===== src/sv/assert_macros.svh =====
// ---------------------------------------------------------------------------
// Assertion macros
// Shared concurrent assertion forms used by the hasher.
// ---------------------------------------------------------------------------
`ifndef ASSERT_MACROS_SVH
`define ASSERT_MACROS_SVH
`ifndef ASSERT_OFF
`define ASSERT_IMPLIES(label, clk, rst_n, a, b) \
    label: assert property (@(posedge clk) disable iff (!rst_n) (a) |-> (b)) \
        else $error("assertion failed");
`define ASSERT_NEXT(label, clk, rst_n, a, b) \
    label: assert property (@(posedge clk) disable iff (!rst_n) (a) |=> (b)) \
        else $error("assertion failed");
`else
`define ASSERT_IMPLIES(label, clk, rst_n, a, b)
`define ASSERT_NEXT(label, clk, rst_n, a, b)
`endif
`endif


===== src/sv/sha_pkg.sv =====
// ---------------------------------------------------------------------------
// SHA-256 package
// Types, constants and round functions of the stream hasher.
// ---------------------------------------------------------------------------
package sha_pkg;

    localparam int QUEUE_DEPTH = 4;

    localparam logic CMD_DATA   = 1'b0;
    localparam logic CMD_FINISH = 1'b1;

    typedef struct packed {
        logic       cmd;
        logic [7:0] data_byte;
    } item_t;

    typedef enum logic [1:0] {
        S_IDLE,
        S_COMP,
        S_ADD,
        S_EMIT
    } core_state_t;

    localparam logic [31:0] K_TABLE [64] = '{
        32'h428a2f98, 32'h71374491, 32'hb5c0fbcf, 32'he9b5dba5, 32'h3956c25b, 32'h59f111f1,
        32'h923f82a4, 32'hab1c5ed5, 32'hd807aa98, 32'h12835b01, 32'h243185be, 32'h550c7dc3,
        32'h72be5d74, 32'h80deb1fe, 32'h9bdc06a7, 32'hc19bf174, 32'he49b69c1, 32'hefbe4786,
        32'h0fc19dc6, 32'h240ca1cc, 32'h2de92c6f, 32'h4a7484aa, 32'h5cb0a9dc, 32'h76f988da,
        32'h983e5152, 32'ha831c66d, 32'hb00327c8, 32'hbf597fc7, 32'hc6e00bf3, 32'hd5a79147,
        32'h06ca6351, 32'h14292967, 32'h27b70a85, 32'h2e1b2138, 32'h4d2c6dfc, 32'h53380d13,
        32'h650a7354, 32'h766a0abb, 32'h81c2c92e, 32'h92722c85, 32'ha2bfe8a1, 32'ha81a664b,
        32'hc24b8b70, 32'hc76c51a3, 32'hd192e819, 32'hd6990624, 32'hf40e3585, 32'h106aa070,
        32'h19a4c116, 32'h1e376c08, 32'h2748774c, 32'h34b0bcb5, 32'h391c0cb3, 32'h4ed8aa4a,
        32'h5b9cca4f, 32'h682e6ff3, 32'h748f82ee, 32'h78a5636f, 32'h84c87814, 32'h8cc70208,
        32'h90befffa, 32'ha4506ceb, 32'hbef9a3f7, 32'hc67178f2
    };

    localparam logic [31:0] IV_TABLE [8] = '{
        32'h6a09e667, 32'hbb67ae85, 32'h3c6ef372, 32'ha54ff53a,
        32'h510e527f, 32'h9b05688c, 32'h1f83d9ab, 32'h5be0cd19
    };

    localparam logic [7:0] PAD_BYTE = 8'h80;
    localparam logic [5:0] LEN_POS  = 6'd56;

    function automatic logic [31:0] rotr(input logic [31:0] v, input int n);
        rotr = (v >> n) | (v << (32 - n));
    endfunction

    function automatic logic [31:0] big_s0(input logic [31:0] a);
        big_s0 = rotr(a, 2) ^ rotr(a, 13) ^ rotr(a, 22);
    endfunction

    function automatic logic [31:0] big_s1(input logic [31:0] e);
        big_s1 = rotr(e, 6) ^ rotr(e, 11) ^ rotr(e, 25);
    endfunction

    function automatic logic [31:0] small_s0(input logic [31:0] x);
        small_s0 = rotr(x, 7) ^ rotr(x, 18) ^ (x >> 3);
    endfunction

    function automatic logic [31:0] small_s1(input logic [31:0] x);
        small_s1 = rotr(x, 17) ^ rotr(x, 19) ^ (x >> 10);
    endfunction

endpackage


===== src/sv/sha_if.sv =====
// ---------------------------------------------------------------------------
// Hasher channel interfaces
// Valid/ready channels for message beats and digest beats.
// ---------------------------------------------------------------------------
interface sha_in_if;
    logic       valid;
    logic       ready;
    logic       cmd;
    logic [7:0] data_byte;

    modport source (output valid, output cmd, output data_byte, input ready);
    modport sink (input valid, input cmd, input data_byte, output ready);
endinterface

interface sha_out_if;
    logic        valid;
    logic        ready;
    logic [31:0] digest_word;
    logic [2:0]  word_index;
    logic        last;

    modport source (output valid, output digest_word, output word_index, output last,
                    input ready);
    modport sink (input valid, input digest_word, input word_index, input last,
                  output ready);
endinterface


===== src/sv/sha_queue.sv =====
// ---------------------------------------------------------------------------
// Hasher input queue
// Accepts message beats and holds them until the core takes them.
// ---------------------------------------------------------------------------
module sha_queue #(
    parameter int Depth = sha_pkg::QUEUE_DEPTH
) (
    input  logic           clk,
    input  logic           rst_n,
    input  logic           push,
    input  sha_pkg::item_t push_item,
    output logic           full,
    input  logic           pop,
    output logic           avail,
    output sha_pkg::item_t head
);
    localparam int PtrW = (Depth > 1) ? $clog2(Depth) : 1;
    localparam int CntW = $clog2(Depth + 1);

    sha_pkg::item_t   mem_reg [Depth];
    logic [PtrW-1:0]  wr_ptr_reg;
    logic [PtrW-1:0]  rd_ptr_reg;
    logic [CntW-1:0]  count_reg;

    assign full  = (count_reg == CntW'(Depth));
    assign avail = (count_reg != '0);
    assign head  = mem_reg[rd_ptr_reg];

    always_ff @(posedge clk)
    begin
        if (push && !full)
        begin
            mem_reg[wr_ptr_reg] <= push_item;
        end
    end

    always_ff @(posedge clk or negedge rst_n)
    begin
        if (!rst_n)
        begin
            wr_ptr_reg <= '0;
            rd_ptr_reg <= '0;
            count_reg  <= '0;
        end
        else
        begin
            if (push && !full)
            begin
                wr_ptr_reg <= (wr_ptr_reg == PtrW'(Depth - 1)) ? '0 : wr_ptr_reg + 1'b1;
            end
            if (pop && avail)
            begin
                rd_ptr_reg <= (rd_ptr_reg == PtrW'(Depth - 1)) ? '0 : rd_ptr_reg + 1'b1;
            end
            count_reg <= count_reg + CntW'(push && !full) - CntW'(pop && avail);
        end
    end
endmodule


===== src/sv/sha_core.sv =====
// ---------------------------------------------------------------------------
// Hasher core
// Packs bytes into the block, runs the rounds, pads and emits the digest.
// ---------------------------------------------------------------------------
module sha_core (
    input  logic           clk,
    input  logic           rst_n,
    input  logic           avail,
    input  sha_pkg::item_t head,
    output logic           pop,
    output logic           out_valid,
    input  logic           out_ready,
    output logic [31:0]    out_word,
    output logic [2:0]     out_index,
    output logic           out_last
);
    sha_pkg::core_state_t state_reg;
    sha_pkg::core_state_t state_next;

    logic [31:0] w_reg    [16];
    logic [31:0] st_reg   [8];
    logic [31:0] hash_reg [8];
    logic [5:0]  fill_reg;
    logic [5:0]  rnd_reg;
    logic [63:0] bits_reg;
    logic [63:0] len_reg;
    logic        fin_reg;
    logic        extra_reg;
    logic [2:0]  idx_reg;
    logic        out_valid_reg;
    logic [31:0] out_word_reg;
    logic [2:0]  out_index_reg;
    logic        out_last_reg;

    logic        out_load;
    logic        need_extra;
    logic [63:0] total_len;
    logic [31:0] pad_w   [16];
    logic [31:0] len_w   [16];
    logic [31:0] sum_h   [8];
    logic [31:0] t1;
    logic [31:0] t2;
    logic [31:0] w_new;

    assign need_extra = (fill_reg >= sha_pkg::LEN_POS);
    assign total_len  = bits_reg + {55'd0, fill_reg, 3'b000};

    always_comb
    begin
        logic [7:0] b;
        for (int p = 0; p < 64; p++)
        begin
            if (6'(p) < fill_reg)
            begin
                b = w_reg[p / 4][31 - 8 * (p % 4) -: 8];
            end
            else if (6'(p) == fill_reg)
            begin
                b = sha_pkg::PAD_BYTE;
            end
            else if (!need_extra && p >= 56)
            begin
                b = total_len[8 * (63 - p) +: 8];
            end
            else
            begin
                b = 8'h00;
            end
            pad_w[p / 4][31 - 8 * (p % 4) -: 8] = b;
        end
    end

    always_comb
    begin
        for (int i = 0; i < 14; i++)
        begin
            len_w[i] = '0;
        end
        len_w[14] = len_reg[63:32];
        len_w[15] = len_reg[31:0];
        for (int i = 0; i < 8; i++)
        begin
            sum_h[i] = hash_reg[i] + st_reg[i];
        end
    end

    assign t1 = st_reg[7] + sha_pkg::big_s1(st_reg[4])
              + ((st_reg[4] & st_reg[5]) ^ (~st_reg[4] & st_reg[6]))
              + sha_pkg::K_TABLE[rnd_reg] + w_reg[0];
    assign t2 = sha_pkg::big_s0(st_reg[0])
              + ((st_reg[0] & st_reg[1]) ^ (st_reg[0] & st_reg[2]) ^ (st_reg[1] & st_reg[2]));
    assign w_new = w_reg[0] + sha_pkg::small_s0(w_reg[1]) + w_reg[9]
                 + sha_pkg::small_s1(w_reg[14]);

    always_comb
    begin
        state_next = state_reg;
        unique case (state_reg)
            sha_pkg::S_IDLE:
            begin
                if (avail && (head.cmd == sha_pkg::CMD_FINISH || fill_reg == 6'd63))
                begin
                    state_next = sha_pkg::S_COMP;
                end
            end
            sha_pkg::S_COMP:
            begin
                if (rnd_reg == 6'd63)
                begin
                    state_next = sha_pkg::S_ADD;
                end
            end
            sha_pkg::S_ADD:
            begin
                if (!fin_reg)
                begin
                    state_next = sha_pkg::S_IDLE;
                end
                else if (extra_reg)
                begin
                    state_next = sha_pkg::S_COMP;
                end
                else
                begin
                    state_next = sha_pkg::S_EMIT;
                end
            end
            sha_pkg::S_EMIT:
            begin
                if (out_load && idx_reg == 3'd7)
                begin
                    state_next = sha_pkg::S_IDLE;
                end
            end
            default:
            begin
                state_next = sha_pkg::S_IDLE;
            end
        endcase
    end

    always_comb
    begin
        pop      = (state_reg == sha_pkg::S_IDLE) && avail;
        out_load = (state_reg == sha_pkg::S_EMIT) && (!out_valid_reg || out_ready);
    end

    always_ff @(posedge clk or negedge rst_n)
    begin
        if (!rst_n)
        begin
            state_reg     <= sha_pkg::S_IDLE;
            fill_reg      <= '0;
            bits_reg      <= '0;
            fin_reg       <= 1'b0;
            extra_reg     <= 1'b0;
            idx_reg       <= '0;
            rnd_reg       <= '0;
            out_valid_reg <= 1'b0;
            for (int i = 0; i < 8; i++)
            begin
                hash_reg[i] <= sha_pkg::IV_TABLE[i];
            end
        end
        else
        begin
            state_reg <= state_next;
            if (out_load)
            begin
                out_valid_reg <= 1'b1;
            end
            else if (out_ready)
            begin
                out_valid_reg <= 1'b0;
            end
            unique case (state_reg)
                sha_pkg::S_IDLE:
                begin
                    rnd_reg <= '0;
                    if (pop)
                    begin
                        if (head.cmd == sha_pkg::CMD_FINISH)
                        begin
                            fin_reg   <= 1'b1;
                            extra_reg <= need_extra;
                        end
                        else
                        begin
                            fill_reg <= fill_reg + 1'b1;
                        end
                    end
                end
                sha_pkg::S_COMP:
                begin
                    rnd_reg <= rnd_reg + 1'b1;
                end
                sha_pkg::S_ADD:
                begin
                    rnd_reg <= '0;
                    idx_reg <= '0;
                    extra_reg <= 1'b0;
                    for (int i = 0; i < 8; i++)
                    begin
                        hash_reg[i] <= sum_h[i];
                    end
                    if (!fin_reg)
                    begin
                        bits_reg <= bits_reg + 64'd512;
                    end
                end
                sha_pkg::S_EMIT:
                begin
                    if (out_load)
                    begin
                        idx_reg <= idx_reg + 1'b1;
                        if (idx_reg == 3'd7)
                        begin
                            fill_reg <= '0;
                            bits_reg <= '0;
                            fin_reg  <= 1'b0;
                            for (int i = 0; i < 8; i++)
                            begin
                                hash_reg[i] <= sha_pkg::IV_TABLE[i];
                            end
                        end
                    end
                end
                default:
                begin
                    rnd_reg <= '0;
                end
            endcase
        end
    end

    always_ff @(posedge clk)
    begin
        unique case (state_reg)
            sha_pkg::S_IDLE:
            begin
                if (pop)
                begin
                    for (int i = 0; i < 8; i++)
                    begin
                        st_reg[i] <= hash_reg[i];
                    end
                    if (head.cmd == sha_pkg::CMD_FINISH)
                    begin
                        len_reg <= total_len;
                        for (int i = 0; i < 16; i++)
                        begin
                            w_reg[i] <= pad_w[i];
                        end
                    end
                    else
                    begin
                        w_reg[fill_reg[5:2]][8 * (3 - fill_reg[1:0]) +: 8] <= head.data_byte;
                    end
                end
            end
            sha_pkg::S_COMP:
            begin
                for (int i = 0; i < 15; i++)
                begin
                    w_reg[i] <= w_reg[i + 1];
                end
                w_reg[15] <= w_new;
                st_reg[7] <= st_reg[6];
                st_reg[6] <= st_reg[5];
                st_reg[5] <= st_reg[4];
                st_reg[4] <= st_reg[3] + t1;
                st_reg[3] <= st_reg[2];
                st_reg[2] <= st_reg[1];
                st_reg[1] <= st_reg[0];
                st_reg[0] <= t1 + t2;
            end
            sha_pkg::S_ADD:
            begin
                if (fin_reg && extra_reg)
                begin
                    for (int i = 0; i < 16; i++)
                    begin
                        w_reg[i] <= len_w[i];
                    end
                    for (int i = 0; i < 8; i++)
                    begin
                        st_reg[i] <= sum_h[i];
                    end
                end
            end
            sha_pkg::S_EMIT:
            begin
                if (out_load)
                begin
                    out_word_reg  <= hash_reg[idx_reg];
                    out_index_reg <= idx_reg;
                    out_last_reg  <= (idx_reg == 3'd7);
                end
            end
            default:
            begin
            end
        endcase
    end

    assign out_valid = out_valid_reg;
    assign out_word  = out_word_reg;
    assign out_index = out_index_reg;
    assign out_last  = out_last_reg;
endmodule


===== src/sv/sha256_stream_hasher_top.sv =====
// ---------------------------------------------------------------------------
// SHA-256 stream hasher
// Hashes a byte stream and emits the digest as eight 32-bit beats.
// ---------------------------------------------------------------------------
//  Channel  Dir  Beat
//  in_if    in   cmd, data_byte (append a byte or finish the message)
//  out_if   out  digest_word, word_index, last (eight beats per finish)
//
// A data beat is packed into the block while the core is idle; the 64th byte of a block
// also starts the round loop (one round per cycle) and the chaining add.
// A finish pads the block and runs the rounds (again for an extra length block), then eight output beats.
// Reset loads the initial hash values and clears the length and fill count.
// The input queue keeps taking beats while the core is busy or stalled, until the queue is full.
`include "assert_macros.svh"

module sha256_stream_hasher_top #(
    parameter int QueueDepth = sha_pkg::QUEUE_DEPTH
) (
    input logic       clk,
    input logic       rst_n,
    sha_in_if.sink    in_if,
    sha_out_if.source out_if
);
    logic           q_full;
    logic           q_avail;
    logic           q_pop;
    sha_pkg::item_t q_head;
    sha_pkg::item_t q_in;

    assign q_in.cmd       = in_if.cmd;
    assign q_in.data_byte = in_if.data_byte;
    assign in_if.ready    = !q_full;

    sha_queue #(
        .Depth(QueueDepth)
    ) u_queue (
        .clk      (clk),
        .rst_n    (rst_n),
        .push     (in_if.valid),
        .push_item(q_in),
        .full     (q_full),
        .pop      (q_pop),
        .avail    (q_avail),
        .head     (q_head)
    );

    sha_core u_core (
        .clk      (clk),
        .rst_n    (rst_n),
        .avail    (q_avail),
        .head     (q_head),
        .pop      (q_pop),
        .out_valid(out_if.valid),
        .out_ready(out_if.ready),
        .out_word (out_if.digest_word),
        .out_index(out_if.word_index),
        .out_last (out_if.last)
    );

    `ASSERT_IMPLIES(a_last_index, clk, rst_n, out_if.valid, out_if.last == (out_if.word_index == 3'd7))
    `ASSERT_NEXT(a_gap_after_last, clk, rst_n, out_if.valid && out_if.ready && out_if.last, !out_if.valid)
endmodule


===== src/flat_wrapper.sv =====
// flat-port wrapper written by rule: the top's interface ports become plain ports
module sha256_stream_hasher_top_flat 
#(
    parameter int QueueDepth = sha_pkg::QUEUE_DEPTH
)
  (clk, rst_n, in_if_valid, in_if_cmd, in_if_data_byte, in_if_ready, out_if_valid, out_if_digest_word, out_if_word_index, out_if_last, out_if_ready);
  sha_in_if in_if_i ();
  sha_out_if out_if_i ();
  input logic clk;
  input logic rst_n;
  input wire logic [$bits(in_if_i.valid)-1:0] in_if_valid;
  input wire logic [$bits(in_if_i.cmd)-1:0] in_if_cmd;
  input wire logic [$bits(in_if_i.data_byte)-1:0] in_if_data_byte;
  output wire logic [$bits(in_if_i.ready)-1:0] in_if_ready;
  output wire logic [$bits(out_if_i.valid)-1:0] out_if_valid;
  output wire logic [$bits(out_if_i.digest_word)-1:0] out_if_digest_word;
  output wire logic [$bits(out_if_i.word_index)-1:0] out_if_word_index;
  output wire logic [$bits(out_if_i.last)-1:0] out_if_last;
  input wire logic [$bits(out_if_i.ready)-1:0] out_if_ready;
  assign in_if_i.valid = in_if_valid;
  assign in_if_i.cmd = in_if_cmd;
  assign in_if_i.data_byte = in_if_data_byte;
  assign in_if_ready = in_if_i.ready;
  assign out_if_valid = out_if_i.valid;
  assign out_if_digest_word = out_if_i.digest_word;
  assign out_if_word_index = out_if_i.word_index;
  assign out_if_last = out_if_i.last;
  assign out_if_i.ready = out_if_ready;
  sha256_stream_hasher_top #(.QueueDepth(QueueDepth)) u_core (.clk(clk), .rst_n(rst_n), .in_if(in_if_i), .out_if(out_if_i));
endmodule

===== config.mk =====
export PLATFORM = sky130hd
export DESIGN_NAME = sha256_stream_hasher_top_flat
export DESIGN_NICKNAME = d
export VERILOG_FILES = /design/src/sv/sha_pkg.sv /design/src/sv/sha_if.sv /design/src/sv/sha_queue.sv /design/src/sv/sha_core.sv /design/src/sv/sha256_stream_hasher_top.sv /design/src/flat_wrapper.sv
export VERILOG_INCLUDE_DIRS = /design/src /design/src/sv
export SDC_FILE = /design/constraint.sdc
export NUM_CORES = 2
export LEC_CHECK = 0
export ABC_AREA = 1
export BUFFER_PORTS_ARGS = -buffer_cell sky130_fd_sc_hd__buf_2
export CORE_ASPECT_RATIO = 1.1
export CORE_MARGIN = 3
export CORE_UTILIZATION = 45
export DETAILED_ROUTE_END_ITERATION = 6
export PLACE_DENSITY = 0.56
export SLEW_MARGIN = 10
export SYNTH_ARGS = -nofsm -noshare
export SYNTH_HDL_FRONTEND = slang
export SYNTH_SLANG_ARGS = --single-unit

===== constraint.sdc =====
create_clock -name clk -period 20 [get_ports clk]
set_clock_uncertainty 0.05 [all_clocks]
set_input_delay 4 -clock clk [delete_from_list [all_inputs] [get_ports clk]]
set_output_delay 4 -clock clk [all_outputs]
set_load 0.01 [all_outputs]

==> impl_metrics.tcl <==
set metrics [dict create \
    outcome "finished with violations" \
    violations "design-rule violations" \
    synth_sequential_area_ratio 0.399 \
    min_path_type "reg2reg" \
    drc 2 \
    worst_ep_required_time_ps 20570 \
    htreeDepth 4 \
    area_growth_pct 8.32 \
    antenna_found_initial 15 \
    num_vias 85071 \
    gp_congestion 1.07 \
    wl_um 421000 \
    rsz0062_at_grt "false" \
    crit_path_top_delay_cell "dfrtp_1" \
    dp_hpwl_um 328000 \
    synth-warning-count 0 \
    wl_per_cell_um 30.5 \
    clockBufferDepth 3 \
    syn_area_sq_um 89400 \
    nets 11669 \
    worst_pin_slew_ps 1480 \
    grt_max_degree 130 \
    synth_enable_flop_cells 901 \
    fin_crit_sh 0.457 \
    crit_path_max_incr_delay_ps 1120 \
    start_util 0.453 \
    async_flop_share 0.273 \
    row_count 171 \
    postSynthAreaPerCell_sq_um 7.94 \
    final_cells 13781 \
    cts_tree "built" \
    die_y_um 474 \
    drv_cap 0 \
    cp_data_arrival_time_ps 9710 \
    ant_nets 0 \
    slew_headroom 0.0163 \
    setup_violations 0 \
    synthCells 11270 \
    dp.cells 13506 \
    ys_ff_latch 1239 \
    largest_reg_flops 512 \
    clock_sinks 1239 \
    crit_path_max_fanout 36 \
    cts_hold_buf 0 \
    synth_cell_types 66 \
    max_freq_mhz 109 \
    end_kind "register" \
    cts_resized 0 \
    finalSetupTns_ps 0 \
    drive_above_1_share 0.0561 \
    gr-total-overflow 0 \
    cts_setup_buffers 0 \
    crit_path_start_kind "register" \
    grt_pass1_vias 81433 \
    root_buffer "clkbuf_16" \
    core-area_sq_um 197000 \
    path_common_cell "nand2_1" \
    ys.flop_type "edfxtp_1" \
    cts_buffers 143 \
    path_class "reg2reg" \
    grt_pass1_wl_um 592000 \
    die_x_um 431 \
    final.min_clock_period_ps 9140 \
    vias_per_cell 6.17 \
    grt_usage 0.403 \
    timing.final.max_slew_violations 0 \
    boundaryPins 51 \
    io_buffers 50 \
    clk_latency_ps 870 \
    dieArea_sq_um 204000 \
    synthesis.nets 11883 \
    hold_violations 0 \
    clk_pin_slew_worst_paths_ps 60 \
    drt_first_pass_iters 7 \
    drt_first_iter_violations 10393 \
]
==> cells by family (layout without fill, tap and decap cells) <==
family,count (synthesis),in the layout,synth area share
adder cells (fa/ha/maj),614,614,0.102
buffers and inverters,1988,1895,0.0842
multiplexers,5,5,0.000560
other,0,9,0
flip-flops,1239,1239,0.399
XOR/XNOR,448,448,0.0439
AO/OA/AOI/OAI,2742,2742,0.174
AND/OR/NAND/NOR,4234,4234,0.196
==> cells in the mapped netlist, drive strengths merged (14+ instances only) <==
| library cell | number | area share |
|---|---|---|
| o21bai | 45 | 0.0038 |
| a31oi | 114 | 0.0080 |
| a21oi | 751 | 0.042 |
| or2 | 37 | 0.0026 |
| nor2 | 830 | 0.036 |
| xor2 | 257 | 0.025 |
| nand2 | 2422 | 0.10 |
| ha | 404 | 0.057 |
| a21boi | 25 | 0.0021 |
| a21o | 49 | 0.0041 |
| fa | 196 | 0.044 |
| o21a | 36 | 0.0030 |
| o221ai | 58 | 0.0057 |
| dfstp | 136 | 0.040 |
| a32oi | 15 | 0.0015 |
| a22oi | 61 | 0.0051 |
| nand3 | 654 | 0.037 |
| edfxtp | 901 | 0.30 |
| nor4 | 24 | 0.0018 |
| nor3 | 136 | 0.0080 |
| xnor2 | 191 | 0.019 |
| a221oi | 31 | 0.0030 |
| buf | 91 | 0.0046 |
| nand3b | 21 | 0.0018 |
| o21ai | 1198 | 0.067 |
| o22ai | 165 | 0.012 |
| maj3 | 14 | 0.0016 |
| clkbuf | 424 | 0.018 |
| o31ai | 20 | 0.0017 |
| o211ai | 83 | 0.0070 |
| dfrtp | 202 | 0.057 |
| inv | 1469 | 0.062 |
| nand4 | 96 | 0.0067 |
| a211oi | 31 | 0.0026 |
==> metrics by stage <==
stage / instance area [sq um] / setup WS (ps) / util / hold slack (ps)
3_5_place_dp: 91900 / 11160 / 0.465 / 384
4_1_cts: 96900 / 11180 / 0.490 / 400
5_1_grt: 96900 / 10400 / 0.491 / 413
3_3_place_gp: 91900 / 10990 / 0.465 / 378
6_report: 96900 / 10860 / 0.491 / 400
2_1_floorplan: 89400 / 13290 / - / 399
==> per-layer routing <==
metal / track usage / vias up / part of all wire
met3: 0.0909 / 1175 / 0.094
met4: 0.276 / 14 / 0.084
met2: 0.640 / 4822 / 0.45
met5: 0 / - / 0.00020
met1: 0.487 / 41310 / 0.37
li1: - / 37750 / -
==> layout make-up <==
type | count | area [sq um]
diodes | 9 | 22.5
multi-input cells | 8043 | 46300
inverters | 1473 | 5560
well taps | 2595 | 3250
repair buffers | 156 | 1110
clock inverters | 83 | 1140
fillers | 19435 | 101000
clock buffers | 183 | 3830
flip-flops and latches | 1239 | 35700
==> path summary, 6_finish.rpt <==
kind                                       startpoint                     endpoint  slack [ps]  depth (start not counted)
hold / removal             u_core.u_core.bits_reg[28]    u_core.u_core.len_reg[28]         400                          0
max in group asynchronous                       rst_n    u_core.u_core.fill_reg[1]       14290                          3
hold reg to reg            u_core.u_core.bits_reg[28]    u_core.u_core.len_reg[28]         400                          0
setup reg to reg             u_core.u_core.rnd_reg[2]  u_core.u_core.st_reg[0][28]       10860                         30
min in group asynchronous                       rst_n  u_core.u_core.hash_reg[204]        3170                          1
setup / recovery             u_core.u_core.rnd_reg[2]  u_core.u_core.st_reg[0][28]       10860                         30
==> worst max-delay path: cells and delay by family (launching register included) <==
| family | cells | cell delay, ps |
|---|---|---|
| AO/OA/AOI/OAI | 7 | 2320 |
| flip-flops | 1 | 1120 |
| AND/OR/NAND/NOR | 13 | 1930 |
| buffers and inverters | 4 | 960 |
| adder cells (fa/ha/maj) | 5 | 2090 |
| XOR/XNOR | 1 | 430 |
==> cell usage in the layout, fill, tap and decap left out, types with 22 or more instances in the layout <==
| cell type | count |
|---|---|
| a211oi_1 | 31 |
| a21boi_0 | 25 |
| a21o_1 | 49 |
| a21oi_1 | 750 |
| a221oi_1 | 30 |
| a22oi_1 | 61 |
| a31oi_1 | 113 |
| buf_2 | 49 |
| buf_4 | 102 |
| clkbuf_1 | 30 |
| clkbuf_16 | 143 |
| clkinv_2 | 22 |
| dfrtp_1 | 200 |
| dfstp_2 | 136 |
| edfxtp_1 | 901 |
| fa_1 | 196 |
| ha_1 | 404 |
| inv_1 | 1441 |
| nand2_1 | 2416 |
| nand3_1 | 653 |
| nand4_1 | 96 |
| nor2_1 | 807 |
| nor3_1 | 130 |
| nor4_1 | 23 |
| o211ai_1 | 83 |
| o21a_1 | 36 |
| o21ai_0 | 1121 |
| o21ai_1 | 77 |
| o21bai_1 | 45 |
| o221ai_1 | 58 |
| o22ai_1 | 165 |
| or2_2 | 36 |
| xnor2_1 | 191 |
| xor2_1 | 257 |
Power is left out: the tool's default activity adds up to more than one toggle a clock period on the data nets, which glitch-free logic cannot reach.
